==> config.mk <==
export PLATFORM = sky130hd
export DESIGN_NAME = base64_stream_encoder
export DESIGN_NICKNAME = d
export VERILOG_FILES = /design/src/b64e_pkg.sv /design/src/b64e_front.sv /design/src/b64e_queue.sv /design/src/b64e_back.sv /design/src/base64_stream_encoder.sv
export SDC_FILE = /design/constraint.sdc
export NUM_CORES = 1
export LEC_CHECK = 0
export BUFFER_PORTS_ARGS = -buffer_cell sky130_fd_sc_hd__buf_4
export CORE_MARGIN = 4
export CORE_UTILIZATION = 50
export CTS_CLUSTER_SIZE = 20
export DETAILED_ROUTE_END_ITERATION = 10
export PLACE_DENSITY = 0.67
export SYNTH_ARGS = -nofsm -noshare
export SYNTH_HDL_FRONTEND = slang
export SYNTH_SLANG_ARGS = --single-unit
==> constraint.sdc <==
create_clock -name clk -period 3.6 [get_ports clk]
set_input_delay 0.72 -clock clk [delete_from_list [all_inputs] [get_ports clk]]
set_output_delay 0.72 -clock clk [all_outputs]
set_load 0.02 [all_outputs]
==> src/b64e_pkg.sv <==
// ----------------------------------------------------------------------------
// Base64 encoder package
// Types, constants and the alphabet lookup shared by the encoder modules.
// ----------------------------------------------------------------------------
package b64e_pkg;

    localparam int CHAR_W      = 7;
    localparam int JOB_CHARS   = 4;
    localparam int QUEUE_DEPTH = 2;

    localparam logic [CHAR_W-1:0] PAD_CHAR   = 7'h3D;
    localparam logic [CHAR_W-1:0] PLUS_CHAR  = 7'h2B;
    localparam logic [CHAR_W-1:0] SLASH_CHAR = 7'h2F;
    localparam logic [CHAR_W-1:0] UPPER_A    = 7'h41;
    localparam logic [CHAR_W-1:0] LOWER_A    = 7'h61;
    localparam logic [CHAR_W-1:0] DIGIT_0    = 7'h30;

    localparam logic [1:0] PHASE_FIRST  = 2'd0;
    localparam logic [1:0] PHASE_SECOND = 2'd1;
    localparam logic [1:0] PHASE_THIRD  = 2'd2;

    // Characters produced by one input byte
    typedef struct packed {
        logic [JOB_CHARS-1:0][CHAR_W-1:0] chars;
        logic [1:0]                       last_idx;   // index of final char in job
        logic                             msg_end;    // final char closes the message
    } job_t;

    function automatic logic [CHAR_W-1:0] sextet_char(input logic [5:0] idx);
        logic [CHAR_W-1:0] res;
        logic [CHAR_W-1:0] wide;
        wide = {1'b0, idx};
        if (idx < 6'd26)
            res = UPPER_A + wide;
        else if (idx < 6'd52)
            res = LOWER_A + wide - 7'd26;
        else if (idx < 6'd62)
            res = DIGIT_0 + wide - 7'd52;
        else if (idx == 6'd62)
            res = PLUS_CHAR;
        else
            res = SLASH_CHAR;
        return res;
    endfunction

endpackage

==> src/b64e_front.sv <==
// ----------------------------------------------------------------------------
// Base64 encoder front end
// Accepts message bytes, tracks the group phase and left-over bits, and
// turns each byte into a job of one to four characters.
// ----------------------------------------------------------------------------
module b64e_front (
    input  logic          clk,
    input  logic          rst_n,
    input  logic          s_tvalid,
    output logic          s_tready,
    input  logic [7:0]    s_tdata,    // [7:0] data_byte
    input  logic          s_tlast,    // end_of_message
    input  logic          q_full,
    output logic          q_push,
    output b64e_pkg::job_t q_job
);
    import b64e_pkg::*;

    logic [1:0] phase_reg, phase_next;
    logic [3:0] carry_reg, carry_next;
    logic [7:0] b;

    assign b        = s_tdata;
    assign s_tready = !q_full;
    assign q_push   = s_tvalid && s_tready;

    always_comb
    begin
        q_job         = '0;
        q_job.msg_end = s_tlast;
        phase_next    = PHASE_FIRST;
        carry_next    = 4'd0;
        case (phase_reg)
            PHASE_SECOND:
            begin
                q_job.chars[0] = sextet_char({carry_reg[1:0], b[7:4]});
                if (s_tlast)
                begin
                    q_job.chars[1] = sextet_char({b[3:0], 2'b00});
                    q_job.chars[2] = PAD_CHAR;
                    q_job.last_idx = 2'd2;
                end
                else
                begin
                    q_job.last_idx = 2'd0;
                    phase_next     = PHASE_THIRD;
                    carry_next     = b[3:0];
                end
            end
            PHASE_THIRD:
            begin
                q_job.chars[0] = sextet_char({carry_reg, b[7:6]});
                q_job.chars[1] = sextet_char(b[5:0]);
                q_job.last_idx = 2'd1;
            end
            default:
            begin
                // unused phase code behaves as the start of a group
                q_job.chars[0] = sextet_char(b[7:2]);
                if (s_tlast)
                begin
                    q_job.chars[1] = sextet_char({b[1:0], 4'b0000});
                    q_job.chars[2] = PAD_CHAR;
                    q_job.chars[3] = PAD_CHAR;
                    q_job.last_idx = 2'd3;
                end
                else
                begin
                    q_job.last_idx = 2'd0;
                    phase_next     = PHASE_SECOND;
                    carry_next     = {2'b00, b[1:0]};
                end
            end
        endcase
    end

    always_ff @(posedge clk or negedge rst_n)
    begin
        if (!rst_n)
        begin
            phase_reg <= PHASE_FIRST;
            carry_reg <= 4'd0;
        end
        else if (q_push)
        begin
            phase_reg <= phase_next;
            carry_reg <= carry_next;
        end
    end

endmodule

==> src/b64e_queue.sv <==
// ----------------------------------------------------------------------------
// Base64 encoder job queue
// Short FIFO of character jobs between the front end and the back end.
// ----------------------------------------------------------------------------
module b64e_queue (
    input  logic           clk,
    input  logic           rst_n,
    input  logic           push,
    input  b64e_pkg::job_t push_job,
    output logic           full,
    input  logic           pop,
    output logic           empty,
    output b64e_pkg::job_t head_job
);
    import b64e_pkg::*;

    localparam int PTR_W = (QUEUE_DEPTH > 1) ? $clog2(QUEUE_DEPTH) : 1;
    localparam int CNT_W = $clog2(QUEUE_DEPTH + 1);
    localparam logic [CNT_W-1:0] DEPTH_CNT = CNT_W'(QUEUE_DEPTH);
    localparam logic [PTR_W-1:0] LAST_PTR  = PTR_W'(QUEUE_DEPTH - 1);

    job_t             entry_reg [QUEUE_DEPTH];
    logic [PTR_W-1:0] wr_ptr_reg, rd_ptr_reg;
    logic [CNT_W-1:0] count_reg;

    assign full     = (count_reg == DEPTH_CNT);
    assign empty    = (count_reg == '0);
    assign head_job = entry_reg[rd_ptr_reg];

    always_ff @(posedge clk)
    begin
        if (push)
            entry_reg[wr_ptr_reg] <= push_job;
    end

    always_ff @(posedge clk or negedge rst_n)
    begin
        if (!rst_n)
        begin
            wr_ptr_reg <= '0;
            rd_ptr_reg <= '0;
            count_reg  <= '0;
        end
        else
        begin
            if (push)
                wr_ptr_reg <= (wr_ptr_reg == LAST_PTR) ? '0 : wr_ptr_reg + 1'b1;
            if (pop)
                rd_ptr_reg <= (rd_ptr_reg == LAST_PTR) ? '0 : rd_ptr_reg + 1'b1;
            if (push && !pop)
                count_reg <= count_reg + 1'b1;
            else if (pop && !push)
                count_reg <= count_reg - 1'b1;
        end
    end

    a_no_overflow: assert property (@(posedge clk) disable iff (!rst_n)
        push |-> !full || pop)
        else $error("job pushed into full queue");

    a_no_underflow: assert property (@(posedge clk) disable iff (!rst_n)
        pop |-> !empty)
        else $error("job popped from empty queue");

    a_count_bound: assert property (@(posedge clk) disable iff (!rst_n)
        count_reg <= DEPTH_CNT)
        else $error("queue count beyond depth");

endmodule

==> src/b64e_back.sv <==
// ----------------------------------------------------------------------------
// Base64 encoder back end
// Walks the head job one character per beat into the output register.
// ----------------------------------------------------------------------------
module b64e_back (
    input  logic           clk,
    input  logic           rst_n,
    input  logic           q_empty,
    input  b64e_pkg::job_t q_head,
    output logic           q_pop,
    output logic           m_tvalid,
    input  logic           m_tready,
    output logic [7:0]     m_tdata,   // [6:0] out_char, [7] zero fill
    output logic           m_tlast    // last_char
);
    import b64e_pkg::*;

    logic [1:0]        idx_reg;
    logic              valid_reg;
    logic [CHAR_W-1:0] char_reg;
    logic              last_reg;
    logic              load;
    logic              job_done;

    assign load     = !q_empty && (!valid_reg || m_tready);
    assign job_done = (idx_reg == q_head.last_idx);
    assign q_pop    = load && job_done;

    assign m_tvalid = valid_reg;
    assign m_tdata  = {1'b0, char_reg};
    assign m_tlast  = last_reg;

    always_ff @(posedge clk or negedge rst_n)
    begin
        if (!rst_n)
        begin
            idx_reg   <= 2'd0;
            valid_reg <= 1'b0;
        end
        else
        begin
            if (load)
            begin
                valid_reg <= 1'b1;
                idx_reg   <= job_done ? 2'd0 : idx_reg + 2'd1;
            end
            else if (m_tready)
                valid_reg <= 1'b0;
        end
    end

    always_ff @(posedge clk)
    begin
        if (load)
        begin
            char_reg <= q_head.chars[idx_reg];
            last_reg <= q_head.msg_end && job_done;
        end
    end

    // a job partly sent stays at the head of the queue
    a_partial_job_held: assert property (@(posedge clk) disable iff (!rst_n)
        (idx_reg != 2'd0) |-> !q_empty)
        else $error("character index set with no job in queue");

endmodule

==> src/base64_stream_encoder.sv <==
// ----------------------------------------------------------------------------
// Base64 stream encoder
// Encodes a byte stream into standard-alphabet Base64 characters with '='
// padding at the end of each message.
// ----------------------------------------------------------------------------
// Usage:
//   Input channel s_*: one message byte per beat in s_tdata, s_tlast set on
//   the final byte of the message. Output channel m_*: one ASCII character
//   per beat in m_tdata[6:0], m_tlast set on the final character (after any
//   '=' padding) of the encoded message.
//   Each byte makes one or two characters; the final byte of a message makes
//   two to four. The first character of a byte enters the output register
//   once the byte's job is in the queue and the output register is free;
//   characters then leave one per cycle while m_tready is high.
//   Throughput is bounded by the output register, one character per cycle
//   while m_tready is high, and the front end takes a byte every cycle
//   while the two-entry job queue has room.
//   A stalled receiver holds the output register; the queue then fills and
//   s_tready drops until the back end drains a job.
//   Reset clears the group phase, the left-over bits, the queue and the
//   output valid flag; the first byte after reset starts a new group.
// ----------------------------------------------------------------------------
module base64_stream_encoder (
    input  logic       clk,
    input  logic       rst_n,
    input  logic       s_tvalid,
    output logic       s_tready,
    input  logic [7:0] s_tdata,    // [7:0] data_byte
    input  logic       s_tlast,    // end_of_message
    output logic       m_tvalid,
    input  logic       m_tready,
    output logic [7:0] m_tdata,    // [6:0] out_char, [7] zero fill
    output logic       m_tlast     // last_char
);
    import b64e_pkg::*;

    job_t push_job;
    job_t head_job;
    logic push;
    logic pop;
    logic full;
    logic empty;

    b64e_front u_front (
        .clk      (clk),
        .rst_n    (rst_n),
        .s_tvalid (s_tvalid),
        .s_tready (s_tready),
        .s_tdata  (s_tdata),
        .s_tlast  (s_tlast),
        .q_full   (full),
        .q_push   (push),
        .q_job    (push_job)
    );

    b64e_queue u_queue (
        .clk      (clk),
        .rst_n    (rst_n),
        .push     (push),
        .push_job (push_job),
        .full     (full),
        .pop      (pop),
        .empty    (empty),
        .head_job (head_job)
    );

    b64e_back u_back (
        .clk      (clk),
        .rst_n    (rst_n),
        .q_empty  (empty),
        .q_head   (head_job),
        .q_pop    (pop),
        .m_tvalid (m_tvalid),
        .m_tready (m_tready),
        .m_tdata  (m_tdata),
        .m_tlast  (m_tlast)
    );

endmodule
# == After elaboration in Yosys (flattened, before gate mapping) ==
# Memories as Yosys holds them, arrays and structs flattened.
# Index checks and enable logic that the tools add are counted.
# word_totals
word_cells,134
reg_bits,21
mem_count,1
ram_bits,60
output_inout_bits,11
# mem_list
memory,depth,width,read_ports,rd_ports_with_merged_regs,wr,line_no,source
u_queue.entry_reg,2,30,1,0,1,b64e_queue.sv:22,job_t entry_reg [QUEUE_DEPTH];
# op_classes
reduce_logical,16
n_eq_ne,8
n_mux,46
addsub,35
magnitude_cmp,19
# op_table
operator,count
two-way mux 7 bit,19
adder 7 x 6 -> 7 bit (first input constant),12
< comparator 6 bit (second input constant),12
adder 6 x 6 -> 7 bit (first input constant),6
subtractor 7 x 5 -> 7 bit (second input constant),6
subtractor 7 x 6 -> 7 bit (second input constant),6
< comparator 6 x 5 -> 1 bit (second input constant),6
one-hot mux 16 bit (2 select lines),1
== test 6 bit (second input constant),4
two-way mux 20 bit,1
binary-select mux 7 bit (select 2 bit),1
two-way mux 2 bit,7
one-hot mux 7 bit (2 select lines),1
two-way mux 13 bit,1
two-way mux 3 bit,4
one-hot mux 4 bit (2 select lines),1
two-way mux 1 bit,7
logical AND 1 bit,6
two-way mux 6 bit,1
zero test 1 bit,5
adder 2 x 1 -> 2 bit (second input constant),2
== test 2 bit (second input constant),2
two-way mux 4 bit,1
one-hot mux 2 bit (2 select lines),1
9 further kinds,11

# == Logic depth before layout (Yosys ltp) ==
# Gate-level depths: netlist of the first run.
# logic_depth
word_depth,7
depth_mapped,9
mapped_depth_nobuf,8

# == Hierarchy ==
# From an unflattened synthesis of the first run, not the netlist that was laid out.
# hier_totals
hier_cells,496
area_unflattened_um2,5466.5
# by_module_without_submodules
module,cells_per_inst,instances,area_per_inst_um2
b64e_queue,113,1,2577.5
b64e_front,344,1,2272.2
b64e_back,39,1,616.8

# == Least setup slack after synthesis of the first run ==
# Ideal clock, no wire load.
# synth_timing
path_kind,input to register
startpoint,input s_tdata[2]
endpoint,memory u_queue.entry_reg[0][14] (netlist name) (data pin)
path_buffers,1
required_ns,3.340
setup_ns,0.260
t_arrival_ns,2.251
stages,8
setup_slack_ns,1.089
path_cell_list,buf_2 > inv_1 > ha_1 > a21o_1 > a21oi_2 > nor3_1 > or3_1 > a32o_1
# synth_lines
item,line_no,source
start: declaration,base64_stream_encoder.sv:28,"input logic [7:0] s_tdata,"
end: declaration,b64e_queue.sv:22,

==> qor.csv, run 1 <==
stage,metric,value,unit
place,gp_congestion,0.9148,
sta,maxSlewHeadroom,45.38,%
drt,drt_iter0_drc,219,
global_routing,grt_usage,20.62,%
drt,met3_length,639,um
sta,rsz0062_at_grt,no,
worst_setup_path,worst_setup_path_end_kind,register,
worst_setup_path,crit_required,3.59,ns
drt,wl_met1,4339,um
die,initial_core_util,51.16,%
synth,yosysWarnings,0,
synth,synth.distinct_cells,70,
synth,syn_nets,466,
worst_setup_path,worstSetupPathType,register to register,
synth,synth_cells,427,
cts,cts_tree,yes,
worst_setup_path,worst-path-max-fanout,9,
hold_path,min_path_type,input pin to asynchronous set/reset pin,
synth,synth_area_per_cell,9.846,sq um
drt,drt_pass1_iterations,5,
synth,synthesis.area,4204,sq um
cts,clkSlewWorstSetupHoldPaths,0.06,ns
place,dpl.hpwl,7244,um
worst_setup_path,slowest_delay,0.58,ns
power,leakage,0.001748,uW
worst_setup_path,r2r_start,u_front.carry_reg[1],
sta,finalHoldViolCount,0,
run_status,outcome,"complete, no violations",
synth,yosysSeqAreaShare,39.17,%
sta,worst_pin_slew,0.8193,ns
cells_and_area,most-common-layout-cells,"44 x edfxtp_1, 32 x nand2_1, 29 x o21ai_0",
drt,drc,0,
worst_setup_path,r2r_end,u_queue.entry_reg[0][5],
cts,clkSinkCount,57,
drt,vias_per_cell,6.148,
cells_and_area,nNetsFinal,475,
sta,setup_tns,0,ns
worst_setup_path,reg2reg_depth,7,
die,io_pins,24,
sta,setup_viol,0,
cts,clock-root-buffer,clkbuf_8,
cells_and_area,final_common_cell,edfxtp_1,
drt,num_vias,3357,
power,vdd_drop_max,201.9,uV
drt,dr_wl_met2,4711,um
global_routing,grt_pass1_vias,3178,
cts,cts-buffers-inserted,9,
cells_and_area,largest_reg_flops,36,
die,die_area,9939,sq um
power,power.density,686.2,nW/um^2
sta,whs,0.2352,ns
worst_setup_path,crit_family,simple AND/OR/NAND/NOR gates,
sta,fmax,368.4,MHz
worst_setup_path,cpMaxStageDelayCell,dfrtp_1,
cts,ctsResizeCount,0,
drt,ant_nets,0,
drt,wl_per_cell,18.10,um
cts,clockBufferDepth,2,
drt,top_layer,met4,
synth,ys.flop_type,edfxtp_1,
worst_setup_path,crit_buf_inv,1,
worst_setup_path,start_kind,register,
cells_and_area,syn_to_final_growth,8.423,%
sta,fin_crit_sh,75.40,%
global_routing,grt_pass1_wl,16250,um
job,drv_cap,0,
sta,min_period,2.715,ns
die,core,8217,sq um
global_routing,gr-total-overflow,0,
cts,h-tree-depth,3,
sta,skew,0.004665,ns
cells_and_area,n_antenna_cell,0,
die,die_h,99.70,um
synth,ys_ff_latch,57,
worst_setup_path,r2r_slack,0.89,ns
drt,wl,9882,um
synth,synth_edf_count,44,
cells_and_area,drive_above_1_share,14.06,%
place,io_buffers,22,
cts,clock_latency,0.32,ns
cts,hold_buffers,0,
die,num_rows,33,
global_routing,grt_max_degree,24,
cts,cts_setup_buffers,0,
global_routing,antenna_found_initial,0,
sta,maxSlewViolCount,0,
worst_setup_path,cp_cell_sequence,inv_1 > ha_1 > and3b_4 > a21oi_1 > or4_1 > a32oi_1 > a41oi_1,
die,die_w,99.70,um
synth,async_flop_share,22.81,%
worst_setup_path,critical_path_arrival,2.70,ns
==> logic make-up (layout without fill, tap and decap cells) <==
kind of cell | Yosys count | count (layout) | share of synthesized area (%)
adder cells (fa/ha/maj) | 26 | 26 | 7.738
buffers and inverters | 52 | 66 | 5.803
XOR/XNOR | 25 | 25 | 5.208
AO/OA/AOI/OAI | 111 | 111 | 18.10
flip-flops | 57 | 57 | 39.17
AND/OR/NAND/NOR | 138 | 138 | 17.71
multiplexers | 17 | 17 | 6.190
other | 1 | 1 | 0.08920
==> layout make-up <==
class / count / area, sq um
timing repair buffer: 25 / 187.7
sequential: 57 / 1647
fill: 719 / 3659
multi-input combinational: 318 / 2313
clock buffer: 9 / 123.9
inverter: 25 / 93.84
clock inverter: 7 / 61.31
tap: 105 / 131.4
==> synth_stat cells, types with 4 or more instances <==
cell type	instances	area (sq um)
a211oi_1	7	52.55
a21o_1	5	37.54
a21oi_1	15	75.07
buf_2	15	75.07
clkbuf_1	6	22.52
dfrtp_1	13	325.3
edfxtp_1	44	1321
ha_1	26	325.3
inv_1	24	90.09
mux2i_1	8	80.08
mux4_2	7	157.7
nand2_1	32	120.1
nand2b_1	14	87.58
nand3_1	17	85.08
nor2_1	19	71.32
nor2b_1	13	81.33
nor3_1	14	70.07
o21ai_0	29	145.1
o21ai_1	7	35.03
or3_1	4	25.02
xnor2_1	20	175.2
xor2_1	5	43.79
==> metal layers <==
metal / vias up / track usage, %
met5: - / 0
met4: 0 / 7.248
met3: 21 / 3.366
met2: 147 / 33.15
met1: 1602 / 28.25
li1: 1587 / -
==> where the power goes <==
group          internal [uW]  switching (uW)  total, uW
registers               1050             169       1220
clock network            311             237        549
logic                    586             775       1360
total                   1950            1180       3130
==> worst max-delay path by stage <==
stage	startpoint	endpoint	slack, ns	depth (start not counted)
after floorplan	s_tdata[2]	u_queue.entry_reg[0][14]	1.09	8
after global placement	s_tdata[7]	u_queue.entry_reg[0][6]	0.72	6
after detailed placement	s_tdata[2]	u_queue.entry_reg[0][14]	0.69	8
after CTS	u_front.carry_reg[1]	u_queue.entry_reg[0][5]	0.90	7
after global routing	u_front.carry_reg[1]	u_queue.entry_reg[0][5]	0.80	7
final	u_front.carry_reg[1]	u_queue.entry_reg[0][5]	0.89	7
==> worst reg2reg max path: stages, from the launching register on <==
cell and delay [ns]:
dfrtp_1 0.58, inv_1 0.21, ha_1 0.30, and3b_4 0.34, a21oi_1 0.04, or4_1 0.52
a32oi_1 0.26, a41oi_1 0.12
==> stage by stage <==
stage	power, uW	utilization [%]	cell area, sq um	instances	setup slack, ns
after floorplan	2205	-	4204	427	1.089
after global placement	2567	53.22	4373	530	0.7211
after detailed placement	2589	53.22	4373	530	0.6897
after CTS	3149	55.47	4558	546	0.9049
after global routing	3334	55.47	4558	546	0.8031
final	3128	55.47	4558	546	0.8855
(Power assumes the default switching activity.)
==> inputs of run 2 (changes only) <==
==> constraint.sdc (replaced) <==
create_clock -name clk -period 2.55 [get_ports clk]
set_input_delay 0.51 -clock clk [delete_from_list [all_inputs] [get_ports clk]]
set_output_delay 0.51 -clock clk [all_outputs]
set_load 0.02 [all_outputs]
==> qor.csv, run 2 (synthesis gave the netlist of run 1 again) <==
stage,metric,value,unit
worst_setup_path,slowest_delay,0.54,ns
cells_and_area,stdcell_count,576,
sta,fmax,415.2,MHz
cts,cts_tree,yes,
worst_setup_path,crit_buf_inv,1,
cts,clkSlewWorstSetupHoldPaths,0.06,ns
cells_and_area,post-route-util,58.99,%
drt,wl_per_cell,17.61,um
sta,setup_tns,0,ns
sta,min_period,2.409,ns
drt,drt_iter0_drc,145,
drt,drt_pass1_iterations,5,
run_status,outcome,"complete, no violations",
cts,clockBufferDepth,2,
sta,setup_viol,0,
place,pre_cts_ws,0.06659,ns
global_routing,grt_pass1_vias,3393,
cells_and_area,register_area,1647,sq um
sta,finalHoldViolCount,0,
cells_and_area,most-common-layout-cells,"53 x buf_4, 44 x edfxtp_1, 32 x nand2_1",
cts,clock-root-buffer,clkbuf_8,
cts,h-tree-depth,3,
worst_setup_path,worst_setup_path_end_kind,register,
sta,worst_pin_slew,0.5822,ns
global_routing,grt_pass1_wl,16690,um
hold_path,min_path_type,input pin to register,
drt,wl,10150,um
worst_setup_path,r2r_slack,0.14,ns
cts,cts-buffers-inserted,9,
global_routing,grt_max_degree,19,
place,dp.cells,559,
sta,rsz0062_at_grt,no,
sta,fin_crit_sh,94.45,%
global_routing,antenna_found_initial,0,
drt,num_vias,3455,
cts,cts_setup_buffers,0,
worst_setup_path,cp_cell_sequence,inv_1 > ha_1 > and3b_4 > a21oi_1 > or4_1 > a32oi_1 > a41oi_1,
worst_setup_path,critical_path_arrival,2.45,ns
cts,clkSinkCount,57,
cells_and_area,multi_input_area,2313,sq um
worst_setup_path,worst-path-max-fanout,7,
worst_setup_path,crit_family,simple AND/OR/NAND/NOR gates,
worst_setup_path,crit_required,2.59,ns
worst_setup_path,cpMaxStageDelayCell,dfrtp_1,
place,gp_congestion,0.8989,
power,p_total,4792,uW
cells_and_area,syn_to_final_growth,15.30,%
cells_and_area,nNetsFinal,505,
global_routing,grt_usage,21.33,%
power,vdd_drop_max,339.1,uV
drt,ant_nets,0,
global_routing,gr-total-overflow,0,
cells_and_area,n_antenna_cell,0,
place,dpl.hpwl,7719,um
drt,drc,0,
worst_setup_path,worstSetupPathType,register to register,
die,num_rows,33,
sta,maxSlewViolCount,0,
die,core,8217,sq um
place,io_buffers,22,
power,power.density,988.6,nW/um^2
die,die_h,99.70,um
sta,skew,0.004928,ns
die,die_area,9939,sq um
worst_setup_path,start_kind,register,
job,drv_cap,0,
cells_and_area,drive_above_1_share,19.11,%
sta,worst_slack,0.1414,ns
die,io_pins,24,
cells_and_area,largest_reg_flops,36,
cells_and_area,fill_cells,700,
die,die_w,99.70,um
sta,maxSlewHeadroom,61.11,%
die,initial_core_util,51.16,%
cts,clock_latency,0.33,ns
power,leakage,0.001916,uW
drt,vias_per_cell,5.998,
cells_and_area,final_common_cell,buf_4,
-- run 2: per-layer routing --
metal,routed length [um],track usage (%),vias up
met3,563,4.067,17
li1,-,-,1649
met2,5016,36.33,110
met1,4349,26.87,1679
met5,0,0,-
met4,217,7.878,0
-- run 2: path summary, 6_finish.rpt --
path	cells past startpoint	from	end
max	7	u_front.carry_reg[1]	u_queue.entry_reg[0][5]
min	2	m_tready	u_back.m_tvalid
max reg2reg	7	u_front.carry_reg[1]	u_queue.entry_reg[0][5]
min reg2reg	1	u_queue.wr_ptr_reg	u_queue.wr_ptr_reg
max in group asynchronous	2	rst_n	u_front.phase_reg[0]
min in group asynchronous	2	rst_n	u_back.idx_reg[1]
-- run 2: what timing repair did --
action,CTS,global route
endpoints found under the hold margin,2,0
hold buffers,1,0
gates resized for setup,0,0
-- run 2: metrics by stage --
step | cell area, sq um | hold slack (ns)
floorplan | 4204 | 0.2144
global placement | 4603 | 0.3633
detailed placement | 4603 | 0.3688
CTS | 4847 | 0.3475
global route | 4847 | 0.3590
finish | 4847 | 0.3725
-- run 2: cell type report --
cell class              count  area share [%]
well taps                 105           2.710
flip-flops and latches     57           33.97
multi-input cells         318           47.73
inverters                  25           1.936
clock inverters             6           2.194
clock buffers              10           2.633
repair buffers             55           8.828
-- run 2: where the power goes --
part | total, uW | switching, uW | internal, uW
clock network | 985 | 341 | 644
registers | 1660 | 180 | 1480
logic | 2140 | 1190 | 954
==> inputs of run 3 (changes only) <==
--- a/config.mk
+++ b/config.mk
@@ -11,6 +11,7 @@
 export CTS_CLUSTER_SIZE = 20
 export DETAILED_ROUTE_END_ITERATION = 10
 export PLACE_DENSITY = 0.67
+export SETUP_SLACK_MARGIN = 0.5
 export SYNTH_ARGS = -nofsm -noshare
 export SYNTH_HDL_FRONTEND = slang
 export SYNTH_SLANG_ARGS = --single-unit
==> qor.csv, run 3 (synthesis gave the netlist of run 1 again) <==
stage,metric,value,unit
sta,worst_slack,0.3724,ns
worst_setup_path,critical_path_arrival,2.22,ns
die,die_h,99.70,um
worst_setup_path,crit_cells,7,
place,pre_cts_ws,0.1770,ns
worst_setup_path,worstSetupPathType,register to register,
power,p_sw,1816,uW
place,gp_congestion,0.9276,
die,num_rows,33,
drt,drc,0,
drt,wl_per_cell,18.82,um
sta,maxSlewViolCount,0,
drt,wl,10900,um
worst_setup_path,r2r_slack,0.37,ns
power,switching_share,37.83,%
sta,min_period,2.178,ns
worst_setup_path,cpMaxStageDelayCell,or4_4,
drt,num_vias,3523,
global_routing,grt_pass1_wl,17350,um
sta,setup_viol,0,
place,io_buffers,22,
cells_and_area,post-route-util,61.57,%
global_routing,antenna_found_initial,0,
job,drv_cap,0,
drt,top_layer,met4,
power,p_comb_share,47.4,%
drt,wl_met1,4514,um
drt,dr_wl_met2,5318,um
global_routing,gr-total-overflow,0,
worst_setup_path,worst_setup_path_end_kind,register,
drt,drt_pass1_iterations,6,
power,power.density,949.1,nW/um^2
power,intPower,2985,uW
cts,hold_buffers,0,
cts,h-tree-depth,3,
sta,fmax,459.2,MHz
worst_setup_path,crit_buf_inv,1,
worst_setup_path,start_kind,register,
global_routing,grt_usage,22.03,%
die,core,8217,sq um
cells_and_area,most-common-layout-cells,"57 x buf_4, 44 x edfxtp_1, 30 x nand2_1",
cts,cts-buffers-inserted,9,
drt,ant_nets,0,
cts,clock_latency,0.33,ns
place,dp.cells,553,
worst_setup_path,crit_family,simple AND/OR/NAND/NOR gates,
drt,met3_length,722,um
cells_and_area,final_common_cell,buf_4,
cts,clock-root-buffer,clkbuf_8,
worst_setup_path,cp-endpoint,u_queue.entry_reg[0][5],
place,dpl.hpwl,8074,um
worst_setup_path,reg2reg_depth,7,
power,vdd_drop_max,330.2,uV
power,seq_power_share,35.5,%
global_routing,grt_pass1_vias,3417,
cts,cts_tree,yes,
die,io_pins,24,
drt,vias_per_cell,6.085,
worst_setup_path,r2r_end,u_queue.entry_reg[0][5],
die,initial_core_util,51.16,%
cts,clkSinkCount,57,
worst_setup_path,crit_required,2.59,ns
worst_setup_path,worstSetupStartpoint,u_front.carry_reg[1],
worst_setup_path,worst-path-max-fanout,4,
cells_and_area,largest_reg_flops,36,
cells_and_area,fill_cells,685,
worst_setup_path,slowest_delay,0.51,ns
die,die_w,99.70,um
cts,clockBufferDepth,2,
power,leakage,0.001907,uW
cts,clkSlewWorstSetupHoldPaths,0.07,ns
cells_and_area,drive_above_1_share,30.38,%
cells_and_area,nNetsFinal,508,
sta,skew,0.01012,ns
cells_and_area,n_antenna_cell,0,
global_routing,grt_max_degree,19,
power,clkPwrFrac,17.1,%
die,die_area,9939,sq um
run_status,outcome,"complete, no violations",
drt,drt_iter0_drc,265,
sta,maxSlewHeadroom,66.32,%
power,p_total,4801,uW
hold_path,min_path_type,input pin to asynchronous set/reset pin,
cells_and_area,syn_to_final_growth,20.33,%
sta,finalHoldViolCount,0,
sta,rsz0062_at_grt,yes,
sta,fin_crit_sh,85.39,%
worst_setup_path,cp_cell_sequence,inv_4 > ha_4 > and3b_4 > and3_4 > or4_4 > a32oi_2 > a41oi_2,
worst_setup_path,r2r_start,u_front.carry_reg[1],
sta,setup_tns,0,ns
sta,worst_pin_slew,0.5052,ns
cells_and_area,stdcell_count,579,
-- run 3: worst min-delay path by stage --
stage | from | endpoint | depth (start not counted)
6_report | rst_n | u_front.carry_reg[3] | 1
5_1_grt | rst_n | u_queue.wr_ptr_reg | 1
4_1_cts | rst_n | u_queue.wr_ptr_reg | 1
3_5_place_dp | rst_n | u_front.carry_reg[3] | 1
3_3_place_gp | rst_n | u_front.carry_reg[3] | 1
2_1_floorplan | rst_n | u_back.idx_reg[0] | 0
-- run 3: layout make-up --
type | instances | area (sq um) | share of cell area [%]
well taps | 105 | 131.4 | 2.597
flip-flops and latches | 57 | 1650 | 32.62
repair buffers | 58 | 439.2 | 8.682
clock inverters | 6 | 67.56 | 1.336
multi-input cells | 318 | 2531 | 50.04
clock buffers | 10 | 127.6 | 2.523
inverters | 25 | 111.4 | 2.201
-- run 3: layer usage --
metal,GRT usage [%],vias to the layer above
met5,0,-
met4,8.929,0
met3,4.137,31
met2,36.07,157
met1,28.69,1682
li1,-,1653
-- run 3: worst register-to-register path, cell delays in order (launching register included) --
cell and delay (ns):
dfrtp_2 0.48, inv_4 0.10, ha_4 0.13, and3b_4 0.20, and3_4 0.14, or4_4 0.51
a32oi_2 0.26, a41oi_2 0.08
-- run 3: stage by stage --
stage	cell area (sq um)	hold WS [ns]
after CTS	4946	0.01475
after global routing	5059	0.01430
final	5059	0.01886
after floorplan	4358	0.2144
after global placement	4644	0.3701
after detailed placement	4644	0.3764
-- run 3: power groups by stage --
stage	Sequential [uW]	Clock [uW]	Combinational (uW)
3_3_place_gp	1710	0	2040
6_report	1700	820	2280
5_1_grt	1740	888	2480
4_1_cts	1700	840	2190
3_5_place_dp	1720	0	2080
2_1_floorplan	1700	0	1480
-- run 3: repair_timing --
item                       in CTS  in global routing
setup buffers                   9                  1
setup endpoints to repair      12                 22
resized for setup              11                 27
pin swaps                       3                  8
